--- src/rtl/spus_pkg.sv ---
// Shared types, sizes and helper functions for the superpixel undersegmentation score block.
// It depends on nothing. Every module of the block imports it.
package spus_pkg;

  // Sizes of the histogram and of the counters.
  localparam int NUM_LABELS = 256;
  localparam int COUNT_BITS = 16;
  localparam int LABEL_W    = 8;
  localparam int OUT_W      = 16;
  localparam int SUM_W      = 24;
  localparam int IDX_W      = (NUM_LABELS > 1) ? $clog2(NUM_LABELS) : 1;

  // The shared adder runs at the width of the running sums, which also covers the counters.
  localparam int ALU_W = (SUM_W > COUNT_BITS) ? SUM_W : COUNT_BITS;

  typedef logic [COUNT_BITS-1:0] cnt_t;
  typedef logic [SUM_W-1:0]      sum_t;
  typedef logic [IDX_W-1:0]      idx_t;
  typedef logic [ALU_W-1:0]      alu_word_t;
  typedef logic [LABEL_W-1:0]    label_t;
  typedef logic [OUT_W-1:0]      out_cnt_t;

  // Saturation limits, given at the width of the shared adder.
  localparam alu_word_t CNT_LIMIT = ALU_W'((64'd1 << COUNT_BITS) - 64'd1);
  localparam alu_word_t SUM_LIMIT = ALU_W'((64'd1 << SUM_W) - 64'd1);

  // Operations of the shared adder.
  typedef enum logic {
    ALU_ADD_SAT,
    ALU_SUB
  } alu_op_t;

  // One request to the shared adder.
  typedef struct packed {
    alu_op_t   op;
    alu_word_t a;
    alu_word_t b;
    alu_word_t lim;
  } alu_req_t;

  // Sequencer states.
  typedef enum logic [2:0] {
    S_IDLE,
    S_SIZE,
    S_BIN,
    S_LEAK,
    S_ACC,
    S_LKS
  } state_t;

  // Histogram port controls from the sequencer.
  typedef struct packed {
    logic rd_en;
    idx_t rd_addr;
    logic wr_en;
    idx_t wr_addr;
    cnt_t wr_data;
    logic clr_all;
  } hist_ctl_t;

  localparam int EXT_W = (COUNT_BITS > OUT_W) ? COUNT_BITS : OUT_W;

  // Clip a counter to the 16-bit output fields.
  function automatic out_cnt_t clip_out(cnt_t v);
    logic [EXT_W-1:0] e;
    e = EXT_W'(v);
    if (e > EXT_W'((64'd1 << OUT_W) - 64'd1)) begin
      return '1;
    end
    return e[OUT_W-1:0];
  endfunction

endpackage

--- src/rtl/spus_alu.sv ---
// Shared arithmetic unit: saturating add and plain subtract.
// Depends on spus_pkg for the request type and word width.
module spus_alu (
  input  spus_pkg::alu_req_t  req,
  output spus_pkg::alu_word_t res
);
  import spus_pkg::*;

  logic [ALU_W:0] sum_ext;

  // One wide add with a compare against the limit, or one subtract.
  always_comb begin
    sum_ext = {1'b0, req.a} + {1'b0, req.b};
    case (req.op)
      ALU_ADD_SAT: begin
        res = (sum_ext > {1'b0, req.lim}) ? req.lim : sum_ext[ALU_W-1:0];
      end
      ALU_SUB: begin
        res = req.a - req.b;
      end
      default: begin
        res = req.a;
      end
    endcase
  end

endmodule

--- src/rtl/spus_hist.sv ---
// Label histogram: one memory of bin counts with a registered read port and one write port.
// Depends on spus_pkg. Per-bin valid flags make a cleared bin read as zero.
module spus_hist (
  input  logic                clk,
  input  logic                rst_n,
  input  spus_pkg::hist_ctl_t ctl,
  output spus_pkg::cnt_t      rd_data
);
  import spus_pkg::*;

  cnt_t                  mem [NUM_LABELS];
  logic [NUM_LABELS-1:0] vld_r;
  cnt_t                  rd_data_r;
  logic                  rd_vld_r;

  // Bin storage, written and read in the same clocked block.
  always_ff @(posedge clk) begin
    if (ctl.wr_en) begin
      mem[ctl.wr_addr] <= ctl.wr_data;
    end
    if (ctl.rd_en) begin
      rd_data_r <= mem[ctl.rd_addr];
    end
  end

  // Valid flags; a clear drops all of them at once.
  always_ff @(posedge clk) begin
    if (!rst_n) begin
      vld_r    <= '0;
      rd_vld_r <= 1'b0;
    end else begin
      if (ctl.clr_all) begin
        vld_r <= '0;
      end else if (ctl.wr_en) begin
        vld_r[ctl.wr_addr] <= 1'b1;
      end
      if (ctl.rd_en) begin
        rd_vld_r <= vld_r[ctl.rd_addr];
      end
    end
  end

  // A bin not written since the last clear reads as zero.
  assign rd_data = rd_vld_r ? rd_data_r : '0;

endmodule

--- src/rtl/superpixel_undersegmentation_score_top.sv ---
// Top level of the superpixel undersegmentation score block: sequencer, counters, output register.
// Depends on spus_pkg, spus_alu and spus_hist.
//
// Pixels arrive one item at a time as a ground-truth label and a last-pixel flag. A pixel that
// does not end its superpixel goes through acceptance with histogram read, size increment and bin
// update, because the size, the bin and both running sums all go through one shared saturating
// adder. A superpixel's last pixel also goes through the leak subtract and both sum updates, held
// at the last while a previous result still waits in the output register; it then delivers one
// result item with the largest overlap, the leaked pixel count and the two running sums. The
// histogram is cleared at once through per-bin valid flags, so there is no clearing pass after
// reset or between superpixels. Labels at or above the histogram size count toward the size only.
module superpixel_undersegmentation_score_top (
  input  logic                     clk,
  input  logic                     rst_n,
  input  logic                     in_valid,
  output logic                     in_stall,
  input  spus_pkg::label_t         in_ground_label,
  input  logic                     in_last_pixel,
  output logic                     out_valid,
  input  logic                     out_stall,
  output spus_pkg::out_cnt_t       out_max_overlap,
  output spus_pkg::out_cnt_t       out_leaked_pixels,
  output spus_pkg::sum_t           out_accuracy_total,
  output spus_pkg::sum_t           out_leakage_total
);
  import spus_pkg::*;

  state_t    state_r, state_nxt;
  idx_t      idx_r, idx_nxt;
  logic      in_rng_r, in_rng_nxt;
  logic      last_r, last_nxt;
  cnt_t      size_r, size_nxt;
  cnt_t      best_r, best_nxt;
  cnt_t      leak_r, leak_nxt;
  sum_t      acc_r, acc_nxt;
  sum_t      lks_r, lks_nxt;
  logic      out_valid_r, out_valid_nxt;
  out_cnt_t  out_max_r, out_leak_r;
  sum_t      out_acc_r, out_lks_r;
  logic      out_load;
  logic      in_acc;
  logic      out_free;
  alu_req_t  alu_req;
  alu_word_t alu_res;
  hist_ctl_t hist_ctl;
  cnt_t      hist_rd;
  cnt_t      bin_new;

  spus_alu u_alu (
    .req (alu_req),
    .res (alu_res)
  );

  spus_hist u_hist (
    .clk     (clk),
    .rst_n   (rst_n),
    .ctl     (hist_ctl),
    .rd_data (hist_rd)
  );

  assign in_stall = (state_r != S_IDLE);
  assign in_acc   = in_valid && !in_stall;
  assign out_free = !out_valid_r || !out_stall;
  assign bin_new  = alu_res[COUNT_BITS-1:0];

  // Sequencer: next state, shared adder requests and histogram controls.
  always_comb begin
    state_nxt     = state_r;
    idx_nxt       = idx_r;
    in_rng_nxt    = in_rng_r;
    last_nxt      = last_r;
    size_nxt      = size_r;
    best_nxt      = best_r;
    leak_nxt      = leak_r;
    acc_nxt       = acc_r;
    lks_nxt       = lks_r;
    out_load      = 1'b0;
    alu_req.op    = ALU_ADD_SAT;
    alu_req.a     = '0;
    alu_req.b     = '0;
    alu_req.lim   = CNT_LIMIT;
    hist_ctl         = '0;
    hist_ctl.rd_addr = IDX_W'(in_ground_label);
    hist_ctl.wr_addr = idx_r;
    hist_ctl.wr_data = bin_new;
    case (state_r)
      S_IDLE: begin
        if (in_acc) begin
          hist_ctl.rd_en = 1'b1;
          idx_nxt        = IDX_W'(in_ground_label);
          in_rng_nxt     = (32'(in_ground_label) < 32'(NUM_LABELS));
          last_nxt       = in_last_pixel;
          state_nxt      = S_SIZE;
        end
      end
      S_SIZE: begin
        alu_req.a = ALU_W'(size_r);
        alu_req.b = ALU_W'(1);
        size_nxt  = alu_res[COUNT_BITS-1:0];
        state_nxt = S_BIN;
      end
      S_BIN: begin
        // Increment the bin read at acceptance; the bin just written is the only new candidate.
        alu_req.a = ALU_W'(hist_rd);
        alu_req.b = ALU_W'(1);
        if (in_rng_r) begin
          hist_ctl.wr_en = 1'b1;
          if (bin_new > best_r) begin
            best_nxt = bin_new;
          end
        end
        state_nxt = last_r ? S_LEAK : S_IDLE;
      end
      S_LEAK: begin
        alu_req.op = ALU_SUB;
        alu_req.a  = ALU_W'(size_r);
        alu_req.b  = ALU_W'(best_r);
        leak_nxt   = alu_res[COUNT_BITS-1:0];
        state_nxt  = S_ACC;
      end
      S_ACC: begin
        alu_req.a   = ALU_W'(acc_r);
        alu_req.b   = ALU_W'(best_r);
        alu_req.lim = SUM_LIMIT;
        acc_nxt     = alu_res[SUM_W-1:0];
        state_nxt   = S_LKS;
      end
      S_LKS: begin
        // Finish the leakage sum once the output register can take the result.
        alu_req.a   = ALU_W'(lks_r);
        alu_req.b   = ALU_W'(leak_r);
        alu_req.lim = SUM_LIMIT;
        if (out_free) begin
          lks_nxt          = alu_res[SUM_W-1:0];
          out_load         = 1'b1;
          hist_ctl.clr_all = 1'b1;
          size_nxt         = '0;
          best_nxt         = '0;
          state_nxt        = S_IDLE;
        end
      end
      default: begin
        state_nxt = S_IDLE;
      end
    endcase
  end

  // Output valid holds while the result is stalled.
  always_comb begin
    if (out_load) begin
      out_valid_nxt = 1'b1;
    end else begin
      out_valid_nxt = out_valid_r && out_stall;
    end
  end

  // Control state and counters.
  always_ff @(posedge clk) begin
    if (!rst_n) begin
      state_r     <= S_IDLE;
      size_r      <= '0;
      best_r      <= '0;
      acc_r       <= '0;
      lks_r       <= '0;
      out_valid_r <= 1'b0;
    end else begin
      state_r     <= state_nxt;
      size_r      <= size_nxt;
      best_r      <= best_nxt;
      acc_r       <= acc_nxt;
      lks_r       <= lks_nxt;
      out_valid_r <= out_valid_nxt;
    end
  end

  // Item fields and the output register.
  always_ff @(posedge clk) begin
    idx_r    <= idx_nxt;
    in_rng_r <= in_rng_nxt;
    last_r   <= last_nxt;
    leak_r   <= leak_nxt;
    if (out_load) begin
      out_max_r  <= clip_out(best_r);
      out_leak_r <= clip_out(leak_r);
      out_acc_r  <= acc_r;
      out_lks_r  <= alu_res[SUM_W-1:0];
    end
  end

  assign out_valid          = out_valid_r;
  assign out_max_overlap    = out_max_r;
  assign out_leaked_pixels  = out_leak_r;
  assign out_accuracy_total = out_acc_r;
  assign out_leakage_total  = out_lks_r;

endmodule

--- config.mk ---
export PLATFORM = sky130hd
export DESIGN_NAME = superpixel_undersegmentation_score_top
export DESIGN_NICKNAME = d
export VERILOG_FILES = /design/src/rtl/spus_pkg.sv /design/src/rtl/spus_alu.sv /design/src/rtl/spus_hist.sv /design/src/rtl/superpixel_undersegmentation_score_top.sv
export SDC_FILE = /design/constraint.sdc
export NUM_CORES = 2
export LEC_CHECK = 0
export BUFFER_PORTS_ARGS = -buffer_cell sky130_fd_sc_hd__buf_2
export CELL_PAD_IN_SITES_DETAIL_PLACEMENT = 2
export CELL_PAD_IN_SITES_GLOBAL_PLACEMENT = 2
export CORE_MARGIN = 2
export CORE_UTILIZATION = 30
export CTS_BUF_LIST = sky130_fd_sc_hd__clkbuf_2 sky130_fd_sc_hd__clkbuf_4 sky130_fd_sc_hd__clkbuf_8
export DETAILED_ROUTE_END_ITERATION = 8
export PLACE_DENSITY_LB_ADDON = 0.1
export SLEW_MARGIN = 0
export SYNTH_ARGS = -nofsm -noshare
export SYNTH_HDL_FRONTEND = slang
export SYNTH_SLANG_ARGS = --single-unit
--- constraint.sdc ---
create_clock -name clk -period 27 [get_ports clk]
set_clock_uncertainty 0.2 [all_clocks]
set_input_delay 2.7 -clock clk [delete_from_list [all_inputs] [get_ports clk]]
set_output_delay 2.7 -clock clk [all_outputs]
set_load 0.01 [all_outputs]
## After elaboration in Yosys (flattened, before gate mapping)

Memories as Yosys holds them, arrays and structs flattened. A register that Yosys moved wholly into a read port is not among the register bits.
Index checks and enable logic that the tools add are counted.

| cells by class | value |
|---|---|
| add/sub/neg operators | 2 |
| $mul | 0 |
| divide/modulo/power cells | 0 |
| magnitude comparators | 7 |
| eq/ne operators | 8 |
| shift operators | 0 |
| multiplexer cells | 34 |
| bitwise operators | 3 |
| reductions and logical operators | 18 |

Operators by type and width:

| operator | number |
|---|---|
| $or 256x256->256 | 1 |
| $pmux 48 s5 | 1 |
| $mux 16 | 7 |
| $pmux 16 s2 | 2 |
| $mux 24 | 2 |
| $pmux 24 s2 | 1 |
| $gt 16x16->1 const B | 2 |
| $add 24x24->25 | 1 |
| $gt 25x24->1 | 1 |
| $sub 24x24->24 | 1 |
| $lt 8x9->1 const B | 2 |
| $pmux 3 s6 | 1 |
| $gt 16x16->1 | 1 |
| $mux 1 | 15 |
| $bmux 1 s8 | 1 |
| $demux 1 s8 | 1 |
| $ge 8x1->1 const B | 1 |
| $reduce_and 2->1 | 4 |
| $eq 3x2->1 const B | 2 |
| $eq 3x3->1 const B | 2 |
| $mux 3 | 2 |
| $ne 2x2->1 const B | 3 |
| $reduce_bool 2->1 | 2 |
| $reduce_or 2->1 | 2 |
| 9 further kinds | 14 |

| storage, ports and cells | value |
|---|---|
| register bits | 446 |
| bits in latches | 0 |
| memory bits (writable) | 4096 |
| memory bits (read-only) | 0 |
| input bits | 13 |
| output and inout port bits | 82 |
| word-level logic and storage cells | 88 |
| memories kept | 1 |

Memory list:

| memory | depth | bits a word | rd ports | clocked after memory_dff | wr ports | RTL line | text |
|---|---|---|---|---|---|---|---|
| u_hist.mem | 256 | 16 | 1 | 1 | 1 | spus_hist.sv:11 | `cnt_t mem [NUM_LABELS];` |

## Longest topological paths before layout

| depth | value |
|---|---|
| word-level depth | 9 |
| depth in mapped cells | 44 |
| mapped depth without buffers | 37 |

## Modules after synthesis

Synthesis repeated with hierarchy kept, for this count alone.

| unflattened totals | value |
|---|---|
| cells, all modules | 8926 |
| area total of the unflattened synthesis | 176271.6 um2 |

Modules (own cells, without submodules):

| module | instances | cells each | area each (um2) |
|---|---|---|---|
| spus_hist | 1 | 7746 | 164977.0 |
| superpixel_undersegmentation_score_top | 1 | 644 | 7572.3 |
| spus_alu | 1 | 536 | 3722.3 |

## Worst setup path before layout

No wires, ideal clock.

| timing | value |
|---|---|
| path type | flip-flop to flip-flop |
| start point | register state_r[0] |
| end point | register best_r[11] |
| library setup time | 0.104 ns |
| data arrival time | 15.336 ns |
| required time | 26.696 ns |
| slack | 11.360 ns |
| stages on the path, launching flop included | 39 |
| path buffers | 8 |
| cell sequence | dfxtp_1 -> clkbuf_1 -> buf_2 -> nor2b_1 -> nand2_1 -> inv_1 -> clkbuf_1 -> buf_1 -> clkbuf_1 -> nand2_1 -> o21a_1 -> ha_1 -> clkbuf_1 -> or4_1 -> a21oi_1 -> o21a_1 -> nand2b_1 -> xor2_1 -> [... 3 more ...] -> a21o_1 -> a21oi_1 -> nor2_1 -> a211oi_1 -> nand3_1 -> nor2_1 -> buf_2 -> a22oi_1 -> ha_1 -> a21oi_1 -> nor2b_1 -> o21ai_0 -> o41ai_1 -> nor4_1 -> nor3_1 -> nor2_1 -> clkbuf_1 -> a22o_1 |

| on the way | value |
|---|---|
| longest elaborated chain between the ends | 9 |
| elaborated cells on any way between the ends | 22 |
| classes of those cells | add/sub: 2; order compare: 2; eq/ne: 7; mux: 7; bitwise: 1; reduce/logical: 3 |

RTL lines:

| element | RTL line | text |
|---|---|---|
| start, declared | superpixel_undersegmentation_score_top.sv:28 | `state_t state_r, state_nxt;` |
| start signal, assigned | superpixel_undersegmentation_score_top.sv:167 | `state_r <= state_nxt;` |
| $eq 3x3->1 (tied with other cells) | superpixel_undersegmentation_score_top.sv:86 | `case (state_r)` |
| $pmux 48 s5 / $reduce_or 2->1 (equally long branches) | - |  |
| $add 24x24->25 / $mux 24 (equally long branches) | spus_alu.sv:13, superpixel_undersegmentation_score_top.sv:86 |  |
| $gt 25x24->1 | spus_alu.sv:16 | `res = (sum_ext > {1'b0, req.lim}) ? req.lim : sum_ext[ALU_W-1:0];` |
| $mux 24 | spus_alu.sv:16 |  |
| $pmux 24 s2 * | spus_alu.sv:14 | `case (req.op)` |
| named net alu_res[11] | superpixel_undersegmentation_score_top.sv:44 | `alu_word_t alu_res;` |
| $gt 16x16->1 | superpixel_undersegmentation_score_top.sv:108 | `if (bin_new > best_r) begin` |
| $ne 2x2->1 (no source line) | - |  |
| $reduce_and 3->1 (no source line) | - |  |
| end signal, assigned | superpixel_undersegmentation_score_top.sv:169 | `best_r <= best_nxt;` |
| end, declared | superpixel_undersegmentation_score_top.sv:33 | `cnt_t best_r, best_nxt;` |

Mark *: on every way through the listed nets, which the timed path passes. The rest lies on a longest branch. The select of a mux whose other input is x is not followed.
A chain may end at the register's enable or synchronous reset.

## Final worst setup path

| timing | value |
|---|---|
| start point | register state_r[0] |
| end point | register best_r[10] |

| on the way | value |
|---|---|
| longest elaborated chain between the ends | 9 |
| elaborated cells on any way between the ends | 22 |
| classes of those cells | add/sub: 2; order compare: 2; eq/ne: 7; mux: 7; bitwise: 1; reduce/logical: 3 |

RTL lines:

| element | RTL line |
|---|---|
| $eq 3x3->1 (tied with other cells) | superpixel_undersegmentation_score_top.sv:86 |
| $pmux 48 s5 / $reduce_or 2->1 (equally long branches) | - |
| $add 24x24->25 / $mux 24 (equally long branches) | spus_alu.sv:13, superpixel_undersegmentation_score_top.sv:86 |
| $gt 25x24->1 | spus_alu.sv:16 |
| $mux 24 | spus_alu.sv:16 |
| $pmux 24 s2 * | spus_alu.sv:14 |
| named net alu_res[1] | superpixel_undersegmentation_score_top.sv:44 |
| $gt 16x16->1 * | superpixel_undersegmentation_score_top.sv:108 |
| $ne 2x2->1 (no source line) * | - |
| $reduce_and 3->1 (no source line) * | - |

Marks and branches as above.

==> results.py <==
metrics = {
    "global_route": {
        "grt_pass1_wl_um": 801000,
        "grt_pass1_vias": 96400,
        "track_usage_pct": 19.3,
        "antenna_found_initial": 67,
        "grt_start_max_net_pins": 195,
        "overflow": 0,
    },
    "power_and_ir_drop": {
        "cellPowerDensity_mw_per_mm2": 72.9,
        "p_leak_nw": 63.2,
        "ir_drop_mv": 0.0535,
    },
    "worst_hold_path": {
        "min-delay-start": "acc_r[0]$_SDFFE_PN0N_",
        "hold_class": "reg -> reg",
        "whs_endpoint": "out_accuracy_total[0]$_DFFE_PP_",
        "hold_path_depth": 0,
    },
    "layout": {
        "layout.nets": 8824,
        "drive_above_1_share_pct": 35.4,
        "final_area_mm2": 0.204,
        "syn2layout_area_growth_pct": 16.0,
        "nFillCells": 56200,
        "final_util_pct": 34.9,
        "layoutNonFillerInstCount": 17200,
    },
    "placed_design": {
        "dp_cells": 15700,
        "dp_hpwl_um": 331000,
        "io_buffer_count": 94,
        "place_area_mm2": 0.188,
        "gp_congestion": 0.748,
    },
    "timing": {
        "max_freq_mhz": 87.8,
        "tightest_slew_ns": 1.20,
        "slew_violations": 0,
        "period_needed_ns": 11.38,
        "fin_setup_tns_ns": 0,
        "period_share_pct": 42.2,
        "setup_viol": 0,
        "rsz0062_at_grt": "false",
        "final-hold-violation-count": 0,
        "holdWs_ns": 0.257,
        "maxSlewHeadroom_pct": 19.7,
    },
    "drt": {
        "vias_per_cell": 5.05,
        "wire_per_inst_um": 33.6,
        "route.detailed.drc": 0,
        "finalWirelength_um": 578000,
        "final_antenna_net_count": 0,
        "vias": 87000,
        "drt_iter0_markers": 7229,
        "drt_first_pass_iters": 5,
    },
    "yosys": {
        "syn_nets": 8146,
        "ys.flop_type": "edfxtp_1",
        "synthArstFlopShare_pct": 0,
        "synth_area_per_cell_um2": 21.8,
        "synth_top_area_cell": "edfxtp_1",
        "netlist_area_mm2": 0.176,
        "ys_ff_latch": 4558,
        "yosys.cell_types.count": 77,
        "synth_area_leaders": "edfxtp_1 72%, mux4_2 18%, dfxtp_1 3.9%",
        "synth_edf_count": 4217,
        "synthCells": 8075,
        "synth_top_area_share_pct": 71.9,
        "ys_warn_count": 0,
        "ys_seq_area_share_pct": 75.8,
    },
    "worst_setup_path": {
        "reg2reg_slack_ns": 15.62,
        "path_class": "reg -> reg",
        "path_buf_inv": 4,
        "end_kind": "flop",
        "worstPathArrival_ns": 12.47,
        "cp.required_ns": 28.09,
        "reg2reg_to": "best_r[10]$_SDFFE_PN0P_",
        "r2r_cells": 37,
        "worstPathMaxFanout": 115,
        "cpPeakStageDelay_ns": 0.86,
        "regToRegStartpoint": "state_r[0]$_SDFFE_PN0P_",
        "cp_slowest_cell": "o31ai_1",
        "critPathLaunchType": "flop",
        "crit_top_cell": "o21a_1",
        "crit_path_start": "state_r[0]$_SDFFE_PN0P_",
        "crit_family": "compound AO/OA/AOI/OAI gates",
    },
    "floorplan": {
        "start_util_pct": 30.1,
        "die_h_um": 770,
        "rows": 281,
        "num_io_pins": 95,
        "coreArea_mm2": 0.585,
        "die_w_um": 770,
        "dieArea_mm2": 0.593,
    },
    "clock_tree": {
        "clock_tree.root_cell": "clkbuf_8",
        "cts_resized": 0,
        "post_cts_buffers": 0,
        "clk_latency_ns": 1.35,
        "clock_sinks": 4558,
        "cts_buffers": 809,
        "holdBufCountCts": 0,
        "cts_tree": "yes",
        "htreeDepth": 6,
        "max-clock-path-buffers": 4,
        "clkTransAtPathRegs_ns": 0.06,
    },
    "flow_run": {
        "maxCapViolCount": 0,
    },
    "outcome": {
        "outcome": "finished, final reports clean",
    },
}
placed cells by master, fill, tap and decap left out, types with 9 or more instances in the layout:
cell and n:
a211oi_1 15, a21o_1 15, a21oi_1 72, a22o_1 22, and2_1 10, buf_12 14
buf_2 88, buf_4 214, clkbuf_4 309, clkbuf_8 846, clkinv_1 197, clkinv_2 58
clkinv_8 13, dfxtp_1 340, diode_2 26, edfxtp_1 4217, ha_1 56, inv_1 44
inv_12 14, inv_8 17, mux2i_1 43, mux4_2 1441, nand2_1 116, nand2b_1 13
nand3_1 25, nand3_4 9, nand4_1 14, nor2_1 611, nor2_2 61, nor2_4 178
nor2b_1 26, nor3_1 16, o21a_1 25, o21ai_0 76, o221ai_1 17, xnor2_1 10
cells by family (layout without fill, tap and decap cells):
logic type,Yosys count,in the layout,synth area share (%)
flip-flops,4558,4558,75.8
multiplexers,1485,1485,18.7
AND/OR/NAND/NOR,1133,1133,2.64
buffers and inverters,507,1847,1.17
AO/OA/AOI/OAI,318,318,1.21
adder cells (fa/ha/maj),58,58,0.421
XOR/XNOR,16,16,0.0796
other,0,26,0
worst max-delay path by stage:
stage	to	slack [ns]	depth (start not counted)
5_1_grt	best_r[13]$_SDFFE_PN0P_	14.72	37
6_report	best_r[10]$_SDFFE_PN0P_	15.62	37
3_3_place_gp	best_r[13]$_SDFFE_PN0P_	15.75	37
3_5_place_dp	best_r[12]$_SDFFE_PN0P_	15.43	37
2_1_floorplan	best_r[11]$_SDFFE_PN0P_	11.36	38
4_1_cts	best_r[10]$_SDFFE_PN0P_	15.42	37
routing by layer:
metal	vias to the layer above	part of all wire (%)	global-route usage [%]
li1	35300	-	-
met1	49000	45	26.8
met2	2084	49	32.3
met3	722	4.4	2.83
met4	2	1.9	3.85
met5	-	0.0016	0
worst reg2reg max path, delay by kind of cell, from the launching register on:
kind | cells | cell delay, ns
AOI/OAI and AO/OA | 16 | 4.91
xor gates and xnor gates | 1 | 0.17
adders and majority gates | 3 | 1.28
buffers and inverters | 4 | 1.65
DFF | 1 | 0.81
and+or+nand+nor | 13 | 2.33
flip-flops by register name, summed over array words and instances, names as in the netlist:
register            count
out_leaked_pixels      16
last_r                  1
u_hist.rd_data_r       16
u_hist.mem           4096
u_hist.vld_r          256
best_r                 16
size_r                 16
acc_r                  24
out_leakage_total      24
out_valid               1
out_accuracy_total     24
leak_r                 16
out_max_overlap        16
lks_r                  24
idx_r                   8
u_hist.rd_vld_r         1
state_r                 3
power breakdown:
group	leakage, nW	internal [mW]	switching [mW]
registers	41.0	7.70	0.0140
clock network	8.52	3.41	3.04
logic	13.7	0.257	0.474
Yosys cell counts, types with 6 or more instances:
cell type     n
and2_1       11
xor2_1        6
or3_1         7
a211oi_1     15
mux4_2     1441
a221oi_1      6
dfxtp_1     341
buf_2        91
a22o_1       24
nor2b_1      26
nand2_1     122
nor2_1      849
nor3_1       16
o21a_1       25
edfxtp_1   4217
a21oi_1      73
nor4_1        7
o21bai_1      8
a21o_1       15
nand3_1      38
o21ai_0      76
nand4_1      14
ha_1         56
nand2b_1     13
o221ai_1     18
mux2i_1      43
inv_1        54
o22ai_1       6
a31oi_1       7
xnor2_1      10
buf_1        65
clkbuf_1    288
cell type report:
| class | count | area [um2] | area share (%) |
|---|---|---|---|
| sequential | 4558 | 133000 | 65.4 |
| multi-input combinational | 3010 | 42300 | 20.7 |
| clock buffer | 1155 | 14000 | 6.84 |
| tap | 7782 | 9740 | 4.77 |
| timing repair buffer | 319 | 2370 | 1.16 |
| clock inverter | 318 | 2100 | 1.03 |
| inverter | 55 | 262 | 0.128 |
| antenna | 26 | 65.1 | 0.0319 |
metrics by stage:
step	total power, mW	setup WS, ns
after global routing	15.4	14.72
after detailed placement	8.62	15.43
after global placement	8.61	15.75
after floorplan	8.28	11.36
final	14.9	15.62
after CTS	15.1	15.42
Power figures use the tool's default switching activity.
